--- config.mk ---
export PLATFORM = sky130hd
export DESIGN_NAME = ts_payload_extractor_unit
export DESIGN_NICKNAME = d
export VERILOG_FILES = /design/src/hw/rtl/tspe_pkg.sv /design/src/hw/rtl/tspe_parser.sv /design/src/hw/rtl/ts_payload_extractor_unit.sv
export SDC_FILE = /design/constraint.sdc
export NUM_CORES = 1
export LEC_CHECK = 0
export BUFFER_PORTS_ARGS = -buffer_cell sky130_fd_sc_hd__buf_2
export CAP_MARGIN = 25
export CORE_ASPECT_RATIO = 1.5
export CORE_MARGIN = 3
export CORE_UTILIZATION = 52
export CTS_BUF_LIST = sky130_fd_sc_hd__clkbuf_16
export DETAILED_ROUTE_END_ITERATION = 7
export PLACE_DENSITY = 0.75
export SLEW_MARGIN = 20
export SYNTH_ARGS = -nofsm -noshare
export SYNTH_HDL_FRONTEND = slang
export SYNTH_SLANG_ARGS = --single-unit
--- constraint.sdc ---
create_clock -name clk -period 4.2 [get_ports clk]
set_clock_uncertainty 0.1 [all_clocks]
set_input_delay 0.21 -clock clk [delete_from_list [all_inputs] [get_ports clk]]
set_output_delay 0.21 -clock clk [all_outputs]
set_load 0.02 [all_outputs]
--- src/hw/rtl/tspe_pkg.sv ---
// tspe_pkg: shared types and constants of the transport stream payload extractor
`default_nettype none

package tspe_pkg;

	// packet framing
	localparam int unsigned PacketBytes = 188;
	localparam logic [7:0]  PktLastPos  = 8'(PacketBytes - 1);
	localparam logic [7:0]  MaxAdaptLen = 8'(PacketBytes - 5);
	localparam logic [7:0]  PktEndOff   = 8'(PacketBytes);

	// header codes
	localparam logic [7:0]  SyncByte    = 8'h47;
	localparam int unsigned FlagUnitBit = 6;
	localparam int unsigned FlagAdaptBit = 5;
	localparam int unsigned FlagPayBit  = 4;
	localparam int unsigned PidWidth    = 13;

	// header byte positions
	localparam logic [7:0]  PosHunt     = 8'd0;
	localparam logic [7:0]  PosPidHigh  = 8'd1;
	localparam logic [7:0]  PosPidLow   = 8'd2;
	localparam logic [7:0]  PosFlags    = 8'd3;
	localparam logic [7:0]  PosAdaptLen = 8'd4;
	localparam logic [7:0]  NoAdaptOff  = 8'd4;
	localparam logic [7:0]  AdaptHdrLen = 8'd5;

	// one input transaction
	typedef struct packed {
		logic [7:0] stream_byte;
		logic       restart;
	} tspe_item_t;

	// one result transaction
	typedef struct packed {
		logic [7:0] payload_byte;
		logic       unit_start;
		logic       packet_last;
	} tspe_result_t;

endpackage

`default_nettype wire

--- src/hw/rtl/tspe_parser.sv ---
// tspe_parser: packet position tracking, header parsing and payload selection
`default_nettype none

module tspe_parser (
	input  wire logic                  clk,
	input  wire logic                  arst_n,
	input  wire logic                  advance,
	input  wire tspe_pkg::tspe_item_t  item,
	input  wire logic [12:0]           target_pid,
	output logic                       emit,
	output tspe_pkg::tspe_result_t     result
);
	import tspe_pkg::*;

	// packet state
	logic [7:0] pos_q;
	logic       wait_q;
	logic [4:0] pid_hi_q;
	logic       usb_q;
	logic       sel_q;
	logic       ha_q;
	logic       hp_q;
	logic [7:0] off_q;
	logic       fpp_q;

	logic [7:0] pos_n;
	logic       wait_n;
	logic [4:0] pid_hi_n;
	logic       usb_n;
	logic       sel_n;
	logic       ha_n;
	logic       hp_n;
	logic [7:0] off_n;
	logic       fpp_n;
	logic [7:0] b;
	logic [7:0] cur_pos;
	logic       rs_do;
	logic [7:0] rs_off;

	assign b = item.stream_byte;

	// next state and result for one byte
	always_comb begin
		cur_pos  = pos_q;
		wait_n   = wait_q;
		pid_hi_n = pid_hi_q;
		usb_n    = usb_q;
		sel_n    = sel_q;
		ha_n     = ha_q;
		hp_n     = hp_q;
		off_n    = off_q;
		fpp_n    = fpp_q;
		rs_do    = 1'b0;
		rs_off   = NoAdaptOff;
		emit     = 1'b0;
		result.payload_byte = b;
		result.unit_start   = 1'b0;
		result.packet_last  = 1'b0;

		// restart clears the packet and arms the unit-start wait
		if (item.restart) begin
			cur_pos  = PosHunt;
			pid_hi_n = '0;
			usb_n    = 1'b0;
			sel_n    = 1'b0;
			ha_n     = 1'b0;
			hp_n     = 1'b0;
			off_n    = '0;
			fpp_n    = 1'b0;
			wait_n   = 1'b1;
		end
		pos_n = cur_pos;

		if (cur_pos == PosHunt) begin
			// sync hunt
			if (b == SyncByte) begin
				pid_hi_n = '0;
				usb_n    = 1'b0;
				sel_n    = 1'b0;
				ha_n     = 1'b0;
				hp_n     = 1'b0;
				off_n    = '0;
				fpp_n    = 1'b0;
				pos_n    = PosPidHigh;
			end
		end else begin
			// header fields
			if (cur_pos == PosPidHigh) begin
				pid_hi_n = b[4:0];
				usb_n    = b[FlagUnitBit];
			end else if (cur_pos == PosPidLow) begin
				sel_n = ({pid_hi_n, b} == target_pid);
			end else if (cur_pos == PosFlags) begin
				ha_n = b[FlagAdaptBit];
				hp_n = b[FlagPayBit];
				if (!hp_n) begin
					sel_n = 1'b0;
				end
				if (!ha_n) begin
					rs_do  = 1'b1;
					rs_off = NoAdaptOff;
				end
			end else if (cur_pos == PosAdaptLen && ha_n) begin
				if (b > MaxAdaptLen) begin
					sel_n = 1'b0;
					off_n = PktEndOff;
				end else begin
					rs_do  = 1'b1;
					rs_off = AdaptHdrLen + b;
				end
			end

			// payload start known: unit-start wait rule
			if (rs_do) begin
				off_n = rs_off;
				if (sel_n) begin
					if (wait_n) begin
						if (usb_n) begin
							wait_n = 1'b0;
						end else begin
							sel_n = 1'b0;
						end
					end
					fpp_n = sel_n;
				end
			end

			// position advance with wrap at the packet end
			pos_n = (cur_pos == PktLastPos) ? PosHunt : cur_pos + 8'd1;

			// payload byte out
			if (cur_pos >= PosAdaptLen && sel_n && hp_n && cur_pos >= off_n) begin
				emit = 1'b1;
				result.unit_start  = fpp_n && usb_n;
				result.packet_last = (cur_pos == PktLastPos);
				fpp_n = 1'b0;
			end
		end
	end

	// state registers
	always_ff @(posedge clk or negedge arst_n) begin
		if (!arst_n) begin
			pos_q    <= '0;
			wait_q   <= 1'b0;
			pid_hi_q <= '0;
			usb_q    <= 1'b0;
			sel_q    <= 1'b0;
			ha_q     <= 1'b0;
			hp_q     <= 1'b0;
			off_q    <= '0;
			fpp_q    <= 1'b0;
		end else if (advance) begin
			pos_q    <= pos_n;
			wait_q   <= wait_n;
			pid_hi_q <= pid_hi_n;
			usb_q    <= usb_n;
			sel_q    <= sel_n;
			ha_q     <= ha_n;
			hp_q     <= hp_n;
			off_q    <= off_n;
			fpp_q    <= fpp_n;
		end
	end

endmodule

`default_nettype wire

--- src/hw/rtl/ts_payload_extractor_unit.sv ---
// ts_payload_extractor_unit: top level of the transport stream payload extractor
//
// channel   direction  tdata / data           tuser       tlast
// s_*       in         [7:0] stream_byte      restart     -
// m_*       out        [7:0] payload_byte     unit_start  packet_last
// cfg_*     in         [12:0] target_pid      -           -
//
// one byte per clock while m_* does not stall: an input register feeds the parser,
// whose state update and payload decision are combinational into the output register
// a result passes the input register and then the output register
// a stall on m_* holds the output register and a full input register; the input
// side keeps accepting while the output register is empty or being taken
// reset clears packet state to sync hunt, target_pid to zero; no clearing pass
`default_nettype none

module ts_payload_extractor_unit (
	input  wire logic        clk,
	input  wire logic        arst_n,
	input  wire logic        s_tvalid,
	output logic             s_tready,
	input  wire logic [7:0]  s_tdata,   // [7:0] stream_byte
	input  wire logic        s_tuser,   // [0] restart
	output logic             m_tvalid,
	input  wire logic        m_tready,
	output logic [7:0]       m_tdata,   // [7:0] payload_byte
	output logic             m_tuser,   // [0] unit_start
	output logic             m_tlast,
	input  wire logic        cfg_valid,
	output logic             cfg_ready,
	input  wire logic [12:0] cfg_data
);
	import tspe_pkg::*;

	logic         in_valid_s1;
	tspe_item_t   in_item_s1;
	logic         out_valid_s2;
	tspe_result_t out_res_s2;
	logic         advance;
	logic         emit;
	tspe_result_t result;
	logic [PidWidth-1:0] target_pid_q;

	// configuration register
	assign cfg_ready = 1'b1;
	always_ff @(posedge clk or negedge arst_n) begin
		if (!arst_n) begin
			target_pid_q <= '0;
		end else if (cfg_valid && cfg_ready) begin
			target_pid_q <= cfg_data;
		end
	end

	// handshake control
	assign advance  = in_valid_s1 && (!out_valid_s2 || m_tready);
	assign s_tready = !in_valid_s1 || advance;

	// input register
	always_ff @(posedge clk or negedge arst_n) begin
		if (!arst_n) begin
			in_valid_s1 <= 1'b0;
		end else if (s_tready) begin
			in_valid_s1 <= s_tvalid;
		end
	end

	always_ff @(posedge clk) begin
		if (s_tready && s_tvalid) begin
			in_item_s1.stream_byte <= s_tdata;
			in_item_s1.restart     <= s_tuser;
		end
	end

	// parser
	tspe_parser u_parser (
		.clk        (clk),
		.arst_n     (arst_n),
		.advance    (advance),
		.item       (in_item_s1),
		.target_pid (target_pid_q),
		.emit       (emit),
		.result     (result)
	);

	// output register
	always_ff @(posedge clk or negedge arst_n) begin
		if (!arst_n) begin
			out_valid_s2 <= 1'b0;
		end else if (advance) begin
			out_valid_s2 <= emit;
		end else if (m_tready) begin
			out_valid_s2 <= 1'b0;
		end
	end

	always_ff @(posedge clk) begin
		if (advance && emit) begin
			out_res_s2 <= result;
		end
	end

	assign m_tvalid = out_valid_s2;
	assign m_tdata  = out_res_s2.payload_byte;
	assign m_tuser  = out_res_s2.unit_start;
	assign m_tlast  = out_res_s2.packet_last;

	// an empty output register never blocks the input side
	a_ready_when_empty: assert property (@(posedge clk) disable iff (!arst_n)
		!m_tvalid |-> s_tready)
		else $error("input stalled with empty output register");

	// a taken result with nothing in the input register leaves no result behind
	a_no_phantom: assert property (@(posedge clk) disable iff (!arst_n)
		(m_tvalid && m_tready && !in_valid_s1) |=> !m_tvalid)
		else $error("result appeared without an input transaction");

	// a held input byte stays put until the parser takes it
	a_in_hold: assert property (@(posedge clk) disable iff (!arst_n)
		(in_valid_s1 && !advance) |=> (in_valid_s1 && $stable(in_item_s1)))
		else $error("input register changed while stalled");

endmodule

`default_nettype wire
# [Word-level counts from Yosys, hierarchy flattened]
# Cells that the tools add are included.
[totals] ff_bits=61 out_inout_bits=13 elab_cells=125 in_bits=27
[classes] eq_ne=7 n_mux=80 add_sub_neg=2 reduce_logical=15 n_lt_le_gt_ge=3 bitwise=1
[op_table] cell="$mux 8" count=19
[op_table] cell="$mux 1" count=57
[op_table] cell="$mux 5" count=4
[op_table] cell="$eq 8x2->1 const B" count=2
[op_table] cell="$eq 13x13->1" count=1
[op_table] cell="$add 3x8->8 const A" count=1
[op_table] cell="$add 8x1->8 const B" count=1
[op_table] cell="$eq 8x1->1 const B" count=1
[op_table] cell="$eq 8x3->1 const B" count=1
[op_table] cell="$eq 8x7->1 const B" count=1
[op_table] cell="$eq 8x8->1 const B" count=1
[op_table] cell="$ge 8x3->1 const B" count=1
[op_table] cell="$ge 8x8->1" count=1
[op_table] cell="$gt 8x8->1 const B" count=1
[op_table] cell="$logic_and 1x1->1" count=8
[op_table] cell="$logic_not 8->1" count=1
[op_table] cell="$logic_not 1->1" count=2
[op_table] cell="$logic_or 1x1->1" count=2
[op_table] cell="$reduce_bool 2->1" count=1
[op_table] cell="$reduce_or 2->1" count=1
[op_table] cell="$not 1->1" count=1

# [Longest topological paths before layout]
# Gate-level depths: netlist of run 1.
[depth] ltp_word=17 ltp_mapped=18 mapped_depth_nobuf=17

# [Cells and area by module]
# From an unflattened synthesis of run 1, not the netlist that was laid out.
[unflattened] hier_cells=318 area_unflattened_um2=3422.0
[by_module_without_submodules] module="tspe_parser" seq_area_each_um2=675.6 instances=1 area_per_inst_um2=2223.4 cells_each=260
[by_module_without_submodules] module="ts_payload_extractor_unit" seq_area_each_um2=945.9 instances=1 area_per_inst_um2=1198.6 cells_each=58

# [Worst setup path after synthesis of run 1]
# Ideal clock, no wire load.
[synth_path] kind="reg2reg" start="register in_item_s1[0] in the netlist's numbering" end="register out_res_s2 (netlist bit m_tdata[0]) (enable)" path_stages_with_launch=19 t_arrival_ps=3774 setup_slack_ps=-50 setup_time_ps=376 t_required_ps=3724 path_cell_list="edfxtp_1 > buf_6 > clkinv_1 > nand2_1 > inv_1 > ha_1 > or4b_1 > o22ai_1 > nand2_1 > nand2_1 > nor2_1 > o2bb2ai_1 > ha_1 > nand2b_1 > a211oi_1 > o21ai_0 > o2111ai_1 > or3_4 > nor2_1"
[synth_between] elab_chain_len=17
[synth_rtl] element="from (decl)" line_no="ts_payload_extractor_unit.sv:35" text="tspe_item_t in_item_s1;"
[synth_rtl] element="branches (longest 15 deep; another with $ge 8x8->1)"
[synth_rtl] element="$mux 1 *" line_no="tspe_parser.sv:74" text="if (cur_pos == PosHunt) begin"
[synth_rtl] element="$logic_and 1x1->1 *" line_no="ts_payload_extractor_unit.sv:96" text="if (advance && emit) begin"
[synth_rtl] element="to (signal assigned)" line_no="ts_payload_extractor_unit.sv:97" text="out_res_s2 <= result;"
[synth_rtl] element="to (decl)" line_no="ts_payload_extractor_unit.sv:37" text="tspe_result_t out_res_s2;"
# Every way passes the cells marked *. The select of a mux whose other input is x is not followed.
# A chain may end at the register's enable or synchronous reset.

# [Worst setup path in the final report of run 1]
[layout_path] start="register in_item_s1[0] in the netlist's numbering" end="register out_res_s2 (netlist bit m_tdata[6]) (enable)"
# Same word-level chain as after synthesis.

==> impl_metrics.py, run 1 <==
metrics = {
    "run_status": {
        "status": "finished clean",
    },
    "route": {
        "initialDrtViolationCount": 206,
        "drc_errors": 0,
        "routed_wl_um": 8440,
        "first_pass_iters": 4,
        "routed_via_density": 6.10,
        "wl_per_cell_um": 18.7,
        "antenna_left": 0,
        "num_vias": 2743,
    },
    "layout": {
        "final_cell_mix": "dfrtp_1 (42), buf_2 (38), nand2_1 (23), o21ai_0 (20), edfxtp_1 (19)",
        "layout_commonest_cell": "dfrtp_1",
        "regArea_um2": 1620,
        "n_antenna_cell": 0,
        "areaGrowthSynthToFinish_pct": 24.2,
        "nets": 411,
        "nFillCells": 452,
        "multi_input_area_um2": 1610,
        "drive_above_1_share": 0.239,
    },
    "power_and_ir_drop": {
        "switching_share": 0.234,
        "pwr-share-seq": 0.411,
        "p_clk_frac": 0.496,
        "p_int_mw": 1.22,
        "leakagePower_nw": 1.73,
        "comb_power_share": 0.093,
        "vdd_drop_max_mv": 0.423,
        "power_mw": 1.60,
        "switching_power_mw": 0.375,
        "powerDensity_nw_per_um2": 389,
    },
    "yosys": {
        "yosys_warnings": 0,
        "netlist_area_um2": 3310,
        "syn_inst": 309,
        "async_reset_ff_frac": 0.689,
        "syn_area_per_cell_um2": 10.7,
        "synth_edf_count": 19,
        "yosysUniqueCellTypes": 63,
        "syn_nets": 349,
        "synth_seq_cells": 61,
        "yosysSeqAreaShare": 0.490,
        "synthFlopType": "dfrtp_1",
    },
    "grt": {
        "use_met2": 0.410,
        "grt_overflow_total": 0,
        "met1_usage": 0.257,
        "grt_busiest_layer": "met2",
        "use_met3": 0.0612,
        "grt.total_usage": 0.244,
        "antenna_found_initial": 0,
        "grt_pass1_wl_um": 13800,
        "grt_max_degree": 43,
        "grt_pass1_vias": 2867,
    },
    "sta": {
        "setup_slack_ps": 225,
        "hold_ws_ps": 9.17,
        "fin_crit_sh": 0.946,
        "maxSlewHeadroom": 0.457,
        "hold_violations": 0,
        "rsz0062_at_grt": "false",
        "max_slew.worst_pin.slew_ps": 804,
        "finalSetupTns_ps": 0,
        "setup_viol": 0,
        "min_period_ps": 3970,
        "timing.fmax_mhz": 252,
        "slew_violations": 0,
    },
    "place": {
        "portBuffers": 38,
        "finalWeightedCongestion": 0.933,
        "dpl.hpwl_um": 6030,
        "dp_slack_ps": 16.7,
    },
    "clocking": {
        "cts_root_buf": "clkbuf_16",
        "clk_pin_slew_ps": 50,
        "clk_latency_ps": 330,
        "htree_levels": 3,
        "numCtsBuffers": 9,
        "cts_tree": "built",
        "postCtsSetupBuffers": 0,
        "cts.sink_count": 61,
        "cts_buffer_depth": 2,
    },
    "worst_setup_path": {
        "worstPathMaxFanout": 5,
        "end_kind": "register",
        "critPathRequiredTime_ps": 4110,
        "critPathKind": "register to register",
        "arrival_ps": 3890,
        "critPathLaunchType": "register",
    },
    "floorplan": {
        "core_area_um2": 6170,
        "rows": 35,
        "die_h_um": 104,
        "io_pins": 40,
        "dieArea_um2": 7370,
        "initial_utilization": 0.536,
        "die_w_um": 71.1,
    },
    "min_path": {
        "hold_path_class": "input pin to register",
    },
    "run": {
        "max_cap_viol_count": 0,
    },
}
## worst max-delay path: stages, from the launching register on
cell and delay, ps:
edfxtp_1 370, clkinv_1 140, nand2_1 140, inv_1 100, ha_1 200, or4b_1 570, o22ai_1 150, nand2_1 80
nand2_1 110, nor2_1 90, o2bb2ai_1 150, ha_1 270, nand2b_1 90, a211oi_1 60, o21ai_0 190, o2111ai_1 170
or3_4 480, nor2_4 200
## sequential cells by signal, indices dropped and copies added, names as in the netlist
name and count:
u_parser.pos_q 8, u_parser.usb_q 1, u_parser.hp_q 1, m_tvalid 1, u_parser.wait_q 1, u_parser.off_q 8, in_item_s1 9, m_tlast 1
m_tuser 1, target_pid_q 13, u_parser.fpp_q 1, in_valid_s1 1, u_parser.ha_q 1, u_parser.sel_q 1, u_parser.pid_hi_q 5, m_tdata 8
## worst paths after layout
path	start	endpoint	slack [ps]	depth (start not counted)
max in group asynchronous	arst_n	target_pid_q[7]	3270	3
hold reg to reg	u_parser.off_q[2]	u_parser.off_q[2]	380	2
min in group asynchronous	arst_n	m_tvalid	260	2
hold / removal	cfg_data[9]	target_pid_q[9]	9	2
setup / recovery	in_item_s1[0]	m_tdata[6]	230	17
setup reg to reg	in_item_s1[0]	m_tdata[6]	230	17
## kinds of logic after synthesis
family | after synthesis | share of synthesized area
AOI/OAI and AO/OA | 82 | 0.175
xor gates and xnor gates | 19 | 0.0503
adders and majority gates | 13 | 0.0492
buffers and inverters | 22 | 0.0295
DFF | 61 | 0.490
muxes | 14 | 0.0473
other | 1 | 0.00113
and+or+nand+nor | 97 | 0.157
## metrics by stage
| step | area [µm²] | util | instances |
|---|---|---|---|
| 2_1_floorplan | 3310 | - | 309 |
| 3_3_place_gp | 3620 | 0.587 | 421 |
| 3_5_place_dp | 3620 | 0.587 | 421 |
| 4_1_cts | 4060 | 0.657 | 448 |
| 5_1_grt | 4110 | 0.665 | 450 |
| 6_report | 4110 | 0.665 | 450 |
## power by group through the flow
stage | clock [mW] | combinational [mW] | sequential (mW)
after floorplan | 0 | 0.0853 | 0.659
after global placement | 0 | 0.130 | 0.665
after detailed placement | 0 | 0.134 | 0.667
after CTS | 0.801 | 0.143 | 0.656
after global routing | 0.832 | 0.163 | 0.659
final | 0.793 | 0.149 | 0.656
## per-layer routing
layer	share of wire	up-vias
li1	-	1279
met2	0.54	100
met1	0.36	1331
met4	0.048	0
met3	0.052	33
met5	0	-
## Yosys cell counts, drive strengths merged, types with 5 or more instances
cell / count / share of area
xor2: 6 / 0.016
dfrtp: 42 / 0.32
nor3: 10 / 0.017
ha: 13 / 0.049
a21oi: 6 / 0.0091
o21ai: 21 / 0.032
inv: 9 / 0.010
mux2: 13 / 0.044
buf: 5 / 0.0098
a22o: 10 / 0.026
nand2: 24 / 0.027
nand4: 6 / 0.011
xnor2: 13 / 0.034
nor2: 19 / 0.022
clkbuf: 7 / 0.0083
nand2b: 5 / 0.0095
o22ai: 7 / 0.013
a22oi: 5 / 0.011
edfxtp: 19 / 0.17
o31ai: 6 / 0.015
nor2b: 9 / 0.017
## area by class of cell
| cell class | count | share of cell area |
|---|---|---|
| inverter | 10 | 0.00914 |
| timing repair buffer | 62 | 0.102 |
| multi-input combinational | 227 | 0.393 |
| clock buffer | 9 | 0.0548 |
| sequential | 61 | 0.395 |
| clock inverter | 7 | 0.0238 |
| tap | 74 | 0.0225 |
## repair_timing
item                                    in CTS  in global routing
endpoints found under the hold margin       52                  0
endpoints found under the setup margin       0                 10
hold buffers                                11                  0
resized for setup                            0                  4
No activity file was read; power rests on OpenSTA's default activity.
==> inputs of run 2 (changes only) <==
--- a/config.mk
+++ b/config.mk
@@ -7,8 +7,7 @@
 export LEC_CHECK = 0
 export BUFFER_PORTS_ARGS = -buffer_cell sky130_fd_sc_hd__buf_2
 export CAP_MARGIN = 25
-export CORE_ASPECT_RATIO = 1.5
-export CORE_MARGIN = 3
+export CORE_MARGIN = 2
 export CORE_UTILIZATION = 52
 export CTS_BUF_LIST = sky130_fd_sc_hd__clkbuf_16
 export DETAILED_ROUTE_END_ITERATION = 7
==> impl_metrics.py, run 2 (synthesis results as in run 1) <==
metrics = {
    "clocking": {
        "htree_levels": 3,
        "clk_latency_ps": 330,
        "cts_tree": "built",
        "cts_buffer_depth": 2,
        "clk_pin_slew_ps": 60,
        "cts_root_buf": "clkbuf_16",
        "postCtsSetupBuffers": 0,
        "numCtsBuffers": 9,
        "cts.sink_count": 61,
    },
    "sta": {
        "setup_slack_ps": 291,
        "setup_viol": 0,
        "hold_ws_ps": 5.73,
        "max_slew.worst_pin.slew_ps": 785,
        "maxSlewHeadroom": 0.475,
        "finalSetupTns_ps": 0,
        "min_period_ps": 3910,
        "slew_violations": 0,
        "fin_crit_sh": 0.931,
        "hold_violations": 0,
        "timing.fmax_mhz": 256,
    },
    "grt": {
        "grt.total_usage": 0.257,
        "grt_pass1_vias": 2823,
        "grt_max_degree": 43,
        "grt_overflow_total": 0,
        "grt_pass1_wl_um": 14100,
        "antenna_found_initial": 0,
    },
    "route": {
        "wl_per_cell_um": 18.9,
        "routed_wl_um": 8570,
        "drc_errors": 0,
        "routed_via_density": 6.19,
        "initialDrtViolationCount": 251,
        "antenna_left": 0,
        "num_vias": 2806,
        "first_pass_iters": 5,
    },
    "worst_setup_path": {
        "critPathKind": "register to register",
        "reg2reg_depth": 17,
        "critPathLaunchType": "register",
        "r2r_end": "m_tdata[5]",
        "critPathRequiredTime_ps": 4120,
        "crit-reg2reg-launch": "in_item_s1[0]",
        "end_kind": "register",
        "r2r_slack_ps": 290,
        "arrival_ps": 3830,
        "worstPathMaxFanout": 5,
    },
    "layout": {
        "areaGrowthSynthToFinish_pct": 23.4,
        "layout.cells.non_filler": 453,
        "largest-register": "target_pid_q",
        "layout_commonest_cell": "dfrtp_1",
        "final_area_um2": 4080,
        "drive_above_1_share": 0.239,
        "final_core_util": 0.654,
        "largest_register_ffs": 13,
        "reg.largest.list": "target_pid_q (13), in_item_s1 (9)",
        "n_antenna_cell": 0,
        "nets": 411,
        "final_cell_mix": "dfrtp_1 (42), buf_2 (37), nand2_1 (23), o21ai_0 (20), edfxtp_1 (19)",
    },
    "power_and_ir_drop": {
        "p_int_mw": 1.22,
        "leakagePower_nw": 1.72,
        "powerDensity_nw_per_um2": 388,
        "comb_power_share": 0.092,
        "vdd_drop_max_mv": 0.335,
        "p_clk_frac": 0.494,
        "switching_share": 0.232,
        "pwr-share-seq": 0.415,
        "switching_power_mw": 0.367,
        "power_mw": 1.58,
    },
    "place": {
        "place_area_um2": 3630,
        "portBuffers": 38,
        "dp_slack_ps": -14.0,
        "finalWeightedCongestion": 0.903,
        "placedCellCount": 425,
        "dpl.hpwl_um": 5830,
    },
    "floorplan": {
        "core_area_um2": 6240,
        "die_h_um": 83.7,
        "dieArea_um2": 7010,
        "initial_utilization": 0.530,
        "rows": 29,
        "die_w_um": 83.7,
        "io_pins": 40,
    },
    "min_path": {
        "min_delay_worst_endpoint": "target_pid_q[1]",
        "hold_depth": 2,
        "hold_start": "cfg_data[1]",
        "hold_path_class": "input pin to register",
    },
    "run_status": {
        "status": "finished clean",
    },
    "run": {
        "max_cap_viol_count": 0,
    },
}
-- run 2: layout make-up --
cell class / count / area, µm²
Clock inverter: 7 / 90.1
Sequential cell: 61 / 1620
Fill cell: 471 / 2160
Clock buffer: 9 / 225
Timing Repair Buffer: 62 / 400
Inverter: 10 / 37.5
Tap cell: 77 / 96.3
Multi-Input combinational cell: 227 / 1610
-- run 2: power by group through the flow --
stage	Sequential (mW)	Clock, mW	Combinational [mW]
floorplan	0.659	0	0.0853
global placement	0.666	0	0.129
detailed placement	0.667	0	0.132
CTS	0.656	0.791	0.143
global route	0.659	0.817	0.158
finish	0.657	0.781	0.145
-- run 2: worst max path at each step --
stage	start	to	slack (ps)	depth (start not counted)
after floorplan	in_item_s1[0]	m_tdata[0]	130	18
after global placement	in_item_s1[0]	m_tdata[0]	180	17
after detailed placement	in_item_s1[0]	m_tdata[6]	-10	17
after CTS	in_item_s1[0]	m_tdata[6]	130	17
after global routing	in_item_s1[0]	m_tdata[5]	-5	17
final	in_item_s1[0]	m_tdata[5]	290	17
-- run 2: timing repair --
item | 4_1_cts | 5_1_grt
gates cloned | 0 | 1
pin swaps | 0 | 1
endpoints found under the setup margin | 10 | 12
hold buffers | 11 | 0
endpoints found under the hold margin | 52 | 0
resized for setup | 1 | 3
-- run 2: critical path, cell delays in order, from the launching register on --
cell	delay, ps
edfxtp_1	410
inv_2	120
nand2_1	100
inv_1	120
ha_1	180
or4b_1	480
o22ai_1	160
nand2_1	90
nand2_1	110
nor2_1	80
o2bb2ai_1	160
ha_1	270
nand2b_1	100
a211oi_1	60
o21ai_0	180
o2111ai_1	180
or3_4	490
nor2_4	210
-- run 2: layer usage --
layer	wire, µm	track usage	part of all wire
met3	791	0.0910	0.092
met4	351	0.130	0.041
met2	3970	0.391	0.46
met5	0	0	0
met1	3450	0.325	0.40
